<file path="config.mk">
export PLATFORM = sky130hd
export DESIGN_NAME = base64_stream_encoder_core
export DESIGN_NICKNAME = d
export VERILOG_FILES = /design/src/rtl/core/b64enc_pkg.sv /design/src/rtl/core/base64_stream_encoder_core.sv /design/src/rtl/core/b64enc_front.sv /design/src/rtl/core/b64enc_jobq.sv /design/src/rtl/core/b64enc_back.sv
export SDC_FILE = /design/constraint.sdc
export NUM_CORES = 1
export LEC_CHECK = 0
export ABC_AREA = 1
export BUFFER_PORTS_ARGS = -buffer_cell sky130_fd_sc_hd__clkbuf_2
export CORE_ASPECT_RATIO = 0.5
export CORE_UTILIZATION = 40
export DETAILED_ROUTE_END_ITERATION = 7
export GPL_TIMING_DRIVEN = 0
export HOLD_SLACK_MARGIN = 0.15
export SYNTH_ARGS = -nofsm -noshare
export SYNTH_HDL_FRONTEND = slang
export SYNTH_SLANG_ARGS = --single-unit
</file>
<file path="constraint.sdc">
create_clock -name clk -period 6.4 [get_ports clk]
set_clock_uncertainty 0.15 [all_clocks]
set_input_delay 0.64 -clock clk [delete_from_list [all_inputs] [get_ports clk]]
set_output_delay 0.64 -clock clk [all_outputs]
set_load 0.03 [all_outputs]
</file>
<file path="src/rtl/core/b64enc_pkg.sv">
`timescale 1ns / 1ps
package b64enc_pkg;

  localparam int unsigned ByteW  = 8;
  localparam int unsigned CharW  = 7;
  localparam int unsigned WordW  = 3 * ByteW;
  localparam int unsigned JobQD  = 2;
  localparam int unsigned JobQAw = $clog2(JobQD);
  localparam int unsigned JobQCw = $clog2(JobQD + 1);

  localparam logic [CharW-1:0] PadChar = 7'h3d;

  // Number of '=' characters that close a job.
  typedef enum logic [1:0] {
    PAD_NONE = 2'd0,
    PAD_ONE  = 2'd1,
    PAD_TWO  = 2'd2
  } pad_t;

  // One group of up to three bytes, ready to be turned into four characters.
  typedef struct packed {
    logic [WordW-1:0] word;
    pad_t             pad;
    logic             last;
  } job_t;

  // Status of the job queue between the front and back parts.
  typedef struct packed {
    logic              empty;
    logic              full;
    logic [JobQCw-1:0] count;
  } jobq_stat_t;

  function automatic logic [CharW-1:0] b64_char(input logic [5:0] idx);
    logic [CharW-1:0] c;
    if (idx < 6'd26) begin
      c = 7'h41 + {1'b0, idx};
    end else if (idx < 6'd52) begin
      c = 7'h61 + {1'b0, idx - 6'd26};
    end else if (idx < 6'd62) begin
      c = 7'h30 + {1'b0, idx - 6'd52};
    end else if (idx == 6'd62) begin
      c = 7'h2b;
    end else begin
      c = 7'h2f;
    end
    return c;
  endfunction

endpackage

</file>
<file path="src/rtl/core/base64_stream_encoder_core.sv">
`timescale 1ns / 1ps
// A group is registered in the job queue, then each character in the output register.
// Throughput: one byte per cycle in while the queue has room, one character per cycle
//   out while popped; each group gives four characters, so the back part sets the pace.
// Reset: rst_n is synchronous, active low; it empties the job queue and output register
//   and clears the group count. Held bytes keep their contents.
module base64_stream_encoder_core (
  input  logic       clk,
  input  logic       rst_n,
  input  logic       in_push,
  output logic       in_full,
  input  logic [7:0] in_data_byte,
  input  logic       in_end_of_message,
  output logic       out_empty,
  input  logic       out_pop,
  output logic [6:0] out_char,
  output logic       out_last_char
);
  import b64enc_pkg::*;

  logic       in_accept;
  logic       job_push;
  job_t       push_job;
  job_t       head_job;
  logic       job_pop;
  jobq_stat_t q_stat;

  // Stall the input side only when the job queue cannot take another group.
  // A byte that merely fills a hold slot also waits then; that keeps the
  // accept condition simple and costs nothing once the back part drains.
  assign in_full   = q_stat.full;
  assign in_accept = in_push && !in_full;

  // Front: gather bytes into groups and classify how each group ends.
  b64enc_front u_front (
    .clk               (clk),
    .rst_n             (rst_n),
    .in_accept         (in_accept),
    .in_data_byte      (in_data_byte),
    .in_end_of_message (in_end_of_message),
    .job_push          (job_push),
    .job               (push_job)
  );

  // Short queue between the two parts so each can stall on its own.
  b64enc_jobq u_jobq (
    .clk      (clk),
    .rst_n    (rst_n),
    .push     (job_push),
    .push_job (push_job),
    .pop      (job_pop),
    .head_job (head_job),
    .stat     (q_stat)
  );

  // Back: spell each group out one character per beat into the output register.
  b64enc_back u_back (
    .clk           (clk),
    .rst_n         (rst_n),
    .job_avail     (!q_stat.empty),
    .job           (head_job),
    .job_pop       (job_pop),
    .out_empty     (out_empty),
    .out_pop       (out_pop),
    .out_char      (out_char),
    .out_last_char (out_last_char)
  );

  // Queue occupancy never runs past its depth.
  a_q_bound: assert property (@(posedge clk) disable iff (!rst_n)
    q_stat.count <= JobQCw'(JobQD))
    else $error("job queue overflow");

  // The back part retires a job only when one is waiting.
  a_pop_nonempty: assert property (@(posedge clk) disable iff (!rst_n)
    job_pop |-> !q_stat.empty)
    else $error("job popped from empty queue");

  // A group is never produced while the queue is full: input is stalled then.
  a_push_room: assert property (@(posedge clk) disable iff (!rst_n)
    job_push |-> !q_stat.full)
    else $error("job pushed into full queue");

  // A character shown and not taken stays on the ports.
  a_out_hold: assert property (@(posedge clk) disable iff (!rst_n)
    (!out_empty && !out_pop) |=> (!out_empty && $stable(out_char) && $stable(out_last_char)))
    else $error("output changed while waiting");

endmodule

</file>
<file path="src/rtl/core/b64enc_front.sv">
`timescale 1ns / 1ps
module b64enc_front (
  input  logic                      clk,
  input  logic                      rst_n,
  input  logic                      in_accept,
  input  logic [7:0]                in_data_byte,
  input  logic                      in_end_of_message,
  output logic                      job_push,
  output b64enc_pkg::job_t          job
);
  import b64enc_pkg::*;

  logic [1:0]       group_count_r, group_count_nxt;
  logic [ByteW-1:0] held_r [2];

  always_comb begin
    group_count_nxt = group_count_r;
    job_push        = 1'b0;
    job.word        = {held_r[0], held_r[1], in_data_byte};
    job.pad         = PAD_NONE;
    job.last        = in_end_of_message;
    if (in_accept) begin
      if (group_count_r >= 2'd2) begin
        job_push        = 1'b1;
        group_count_nxt = 2'd0;
      end else if (!in_end_of_message) begin
        group_count_nxt = group_count_r + 2'd1;
      end else begin
        job_push        = 1'b1;
        group_count_nxt = 2'd0;
        if (group_count_r == 2'd0) begin
          job.word = {in_data_byte, {(2 * ByteW){1'b0}}};
          job.pad  = PAD_TWO;
        end else begin
          job.word = {held_r[0], in_data_byte, {ByteW{1'b0}}};
          job.pad  = PAD_ONE;
        end
      end
    end
  end

  always_ff @(posedge clk) begin
    if (!rst_n) begin
      group_count_r <= 2'd0;
    end else begin
      group_count_r <= group_count_nxt;
    end
  end

  // Hold the byte in its slot while the group is still open.
  always_ff @(posedge clk) begin
    if (in_accept && !in_end_of_message && group_count_r < 2'd2) begin
      held_r[group_count_r[0]] <= in_data_byte;
    end
  end

endmodule

</file>
<file path="src/rtl/core/b64enc_jobq.sv">
`timescale 1ns / 1ps
module b64enc_jobq (
  input  logic                      clk,
  input  logic                      rst_n,
  input  logic                      push,
  input  b64enc_pkg::job_t          push_job,
  input  logic                      pop,
  output b64enc_pkg::job_t          head_job,
  output b64enc_pkg::jobq_stat_t    stat
);
  import b64enc_pkg::*;

  job_t              mem [JobQD];
  logic [JobQAw-1:0] wr_ptr_r, rd_ptr_r;
  logic [JobQCw-1:0] count_r;
  logic              do_push, do_pop;

  assign stat.empty = (count_r == '0);
  assign stat.full  = (count_r == JobQCw'(JobQD));
  assign stat.count = count_r;
  assign do_push    = push && !stat.full;
  assign do_pop     = pop && !stat.empty;
  assign head_job   = mem[rd_ptr_r];

  always_ff @(posedge clk) begin
    if (do_push) begin
      mem[wr_ptr_r] <= push_job;
    end
  end

  always_ff @(posedge clk) begin
    if (!rst_n) begin
      wr_ptr_r <= '0;
      rd_ptr_r <= '0;
      count_r  <= '0;
    end else begin
      if (do_push) wr_ptr_r <= wr_ptr_r + JobQAw'(1);
      if (do_pop)  rd_ptr_r <= rd_ptr_r + JobQAw'(1);
      count_r <= count_r + JobQCw'(do_push) - JobQCw'(do_pop);
    end
  end

endmodule

</file>
<file path="src/rtl/core/b64enc_back.sv">
`timescale 1ns / 1ps
module b64enc_back (
  input  logic                      clk,
  input  logic                      rst_n,
  input  logic                      job_avail,
  input  b64enc_pkg::job_t          job,
  output logic                      job_pop,
  output logic                      out_empty,
  input  logic                      out_pop,
  output logic [6:0]                out_char,
  output logic                      out_last_char
);
  import b64enc_pkg::*;

  logic [1:0]       idx_r, idx_nxt;
  logic             valid_r, valid_nxt;
  logic [CharW-1:0] char_r;
  logic             last_r;
  logic             load;
  logic [5:0]       sextet;
  logic [CharW-1:0] char_nxt;
  logic             is_pad;

  // Load a new character whenever a job waits and the output register is free or drains now.
  assign load    = job_avail && (!valid_r || out_pop);
  assign job_pop = load && (idx_r == 2'd3);

  always_comb begin
    case (idx_r)
      2'd0:    sextet = job.word[23:18];
      2'd1:    sextet = job.word[17:12];
      2'd2:    sextet = job.word[11:6];
      default: sextet = job.word[5:0];
    endcase
    case (job.pad)
      PAD_TWO: is_pad = (idx_r >= 2'd2);
      PAD_ONE: is_pad = (idx_r == 2'd3);
      default: is_pad = 1'b0;
    endcase
    char_nxt  = is_pad ? PadChar : b64_char(sextet);
    idx_nxt   = load ? idx_r + 2'd1 : idx_r;
    valid_nxt = load || (valid_r && !out_pop);
  end

  always_ff @(posedge clk) begin
    if (!rst_n) begin
      idx_r   <= 2'd0;
      valid_r <= 1'b0;
    end else begin
      idx_r   <= idx_nxt;
      valid_r <= valid_nxt;
    end
  end

  always_ff @(posedge clk) begin
    if (load) begin
      char_r <= char_nxt;
      last_r <= job.last && (idx_r == 2'd3);
    end
  end

  assign out_empty     = !valid_r;
  assign out_char      = char_r;
  assign out_last_char = last_r;

endmodule
</file>
==> flow_summary.yaml <==
sta:
  whs_ps: 330
  worst_slew_pin_slew_ps: 843
  max_freq_mhz: 343
  fin_setup_tns_ps: 0
  rsz0062_at_grt: "no"
  period_share: 0.455
  slew_viol_final: 0
  min_period_ps: 2910
  max-slew-margin-rel: 0.437
  setup_viol: 0
  hold_violations: 0
grt:
  grt_pass1_vias: 2552
  grt_pass1_wl_microns: 13400
  grt_max_degree: 29
  antenna_found_initial: 0
  grt_overflow: 0
  grt.total_usage: 0.161
synthesis:
  synth_top_cell_by_area: "edfxtp_1"
  yosys-mux-area-fraction: 0
  yosys.area_share.simple: 0.186
  avgSynthCellArea_sq_um: 10.2
  synth-compound-area-share: 0.0886
  seq_area_frac_synth: 0.590
  synth-seq-cells: 88
  synth_fa_ha_area_frac: 0.0581
  synth_cells: 423
  yosysTopAreaCellShare: 0.544
  synth_top_family_by_area: "simple AND/OR/NAND/NOR gates"
  synthesis.nets: 456
  synth_cell_types: 33
  synthTopCellsByArea: "edfxtp_1, nand2_1, ha_1, dfxtp_1, inv_1"
  ys_warn_count: 0
  netlist_area_sq_um: 4310
  synth_xor_area_frac: 0.0102
setup_path:
  worst-r2r-setup-slack_ps: 3490
  crit_path_end_kind: "flop"
  worstPathArrival_ps: 2840
  crit_required_ps: 6320
  crit_path_start: "u_back.idx_r[0]$_SDFFE_PN0P_"
  crit_type: "flop to flop"
  start_kind: "flop"
  crit_end: "u_back.out_char[3]$_SDFFCE_PP1P_"
  worstReg2RegStart: "u_back.idx_r[0]$_SDFFE_PN0P_"
  cp_max_fo: 10
  rr_worst_depth: 16
  reg2reg_to: "u_back.out_char[3]$_SDFFCE_PP1P_"
job:
  maxCapViolCount: 0
final_layout:
  area.growth.synth_to_final_pct: 13.7
  antenna_cells: 0
  register_area_sq_um: 2540
  final_cell_mix: "nand2_1, edfxtp_1, inv_1"
  drive_gt1_frac: 0.167
  final_nets: 490
  final_common_cell: "nand2_1"
  multiInputGateArea_sq_um: 1490
  fillers: 980
clock_tree:
  cts_root_buf: "clkbuf_16"
  insertion_delay_ps: 340
  cts_setup_buffers: 0
  postCtsHoldBufs: 0
  clk_pin_slew_ps: 70
  cts_tree: "done"
  cts_buffers: 9
  cts.repair.resized: 0
  cts_sinks: 88
  cts_buffer_depth: 2
  cts-htree-levels: 3
placed_design:
  io_buffers: 22
  dpl.hpwl_microns: 6190
  gp_congestion: 0.825
die:
  dieArea_sq_um: 11200
  io_pins: 23
  start_util: 0.417
  core_sq_um: 10300
  die_h_microns: 75.4
  rows: 26
  die_w_microns: 149
power:
  p_leak_uw: 0.00204
  vdd_drop_max_v: 0.000138
  powerDensity_nw_per_um2: 349
detailed_routing:
  drt_iter0_drc: 198
  remaining_drc_errors: 0
  drt_wl_total_microns: 8260
  ant_nets: 0
  drtPass1Iterations: 4
  vias_per_cell: 4.69
  vias: 2824
  wl_per_cell_microns: 13.7
outcome:
  status: "completed"
hold_path:
  min_delay_path_depth: 1
  worstHoldStart: "u_jobq.count_r[1]$_SDFF_PN0_"
  hold_class: "flop to flop"
## state kept, by name, indices dropped and copies added, names as in the netlist, named ones only
signal	flops
u_jobq.mem	54
u_front.held_r	16
u_back.out_char	7
u_back.idx_r	2
u_front.group_count_r	2
u_jobq.count_r	2
u_back.out_last_char	1
u_back.valid_r	1
u_jobq.rd_ptr_r	1
u_jobq.wr_ptr_r	1
## area by class of cell
type | instances | share of cell area
Sequential cell | 88 | 0.519
Multi-Input combinational cell | 272 | 0.304
Clock buffer | 9 | 0.0460
Inverter | 54 | 0.0429
Tap cell | 140 | 0.0358
Timing Repair Buffer | 23 | 0.0255
Buffer | 9 | 0.0158
Clock inverter | 7 | 0.0110
## Yosys cell counts, drive strengths merged
cell,number
a211oi,1
a21boi,1
a21oi,21
a31oi,4
and2,1
buf,9
dfxtp,10
edfxtp,78
ha,20
inv,54
nand2,114
nand3,26
nand4,3
nor2,33
o211ai,2
o21a,2
o21ai,36
or2,3
xnor2,2
xor2,3
## routing by layer
metal / track usage / vias up / part of all wire
met5: 0 / - / 0
met4: 0.0476 / 0 / 0.0025
met3: 0.0395 / 2 / 0.044
met2: 0.240 / 58 / 0.42
met1: 0.234 / 1282 / 0.53
li1: - / 1482 / -
## power by group
part	switching [uW]	internal, uW
clock	218	265
sequential	14.8	697
combinational	347	167
## per-stage QoR
stage	std cells	setup slack [ps]	util	area (sq um)	total power [uW]
after floorplan	423	3640	-	4310	1120
after global placement	585	2800	0.444	4590	1230
after detailed placement	586	3450	0.447	4620	1240
after CTS	602	3440	0.474	4900	1730
after global routing	602	3170	0.474	4900	1830
final	602	3490	0.474	4900	1710
## how the worst min path moves through the flow
stage	end	slack, ps
floorplan	u_jobq.count_r[1]$_SDFF_PN0_	290
global placement	u_jobq.count_r[1]$_SDFF_PN0_	310
detailed placement	u_jobq.count_r[1]$_SDFF_PN0_	320
CTS	u_jobq.count_r[1]$_SDFF_PN0_	330
global route	u_front.held_r[1][0]$_DFFE_PP_	350
finish	u_jobq.count_r[1]$_SDFF_PN0_	330
## worst max-delay path, cell delays in order, from the launching register on
cell and delay [ps]:
dfxtp_1 330, inv_1 120, ha_1 270, buf_6 180, a21oi_1 70, nand3_1 60
nand2_1 90, o21ai_2 280, inv_1 150, ha_1 240, inv_1 110, nand3_1 130
nand2_2 110, and2_1 120, o21ai_1 50, o211ai_1 80, nand2_1 90
## cells by family (layout without fill, tap and decap cells)
group | after synthesis | after routing
compound gates | 67 | 67
simple gates | 180 | 180
flops | 88 | 88
buf+inv | 63 | 102
xor+xnor | 5 | 5
fa+ha+maj | 20 | 20
No activity file was read; power rests on OpenSTA's default activity.
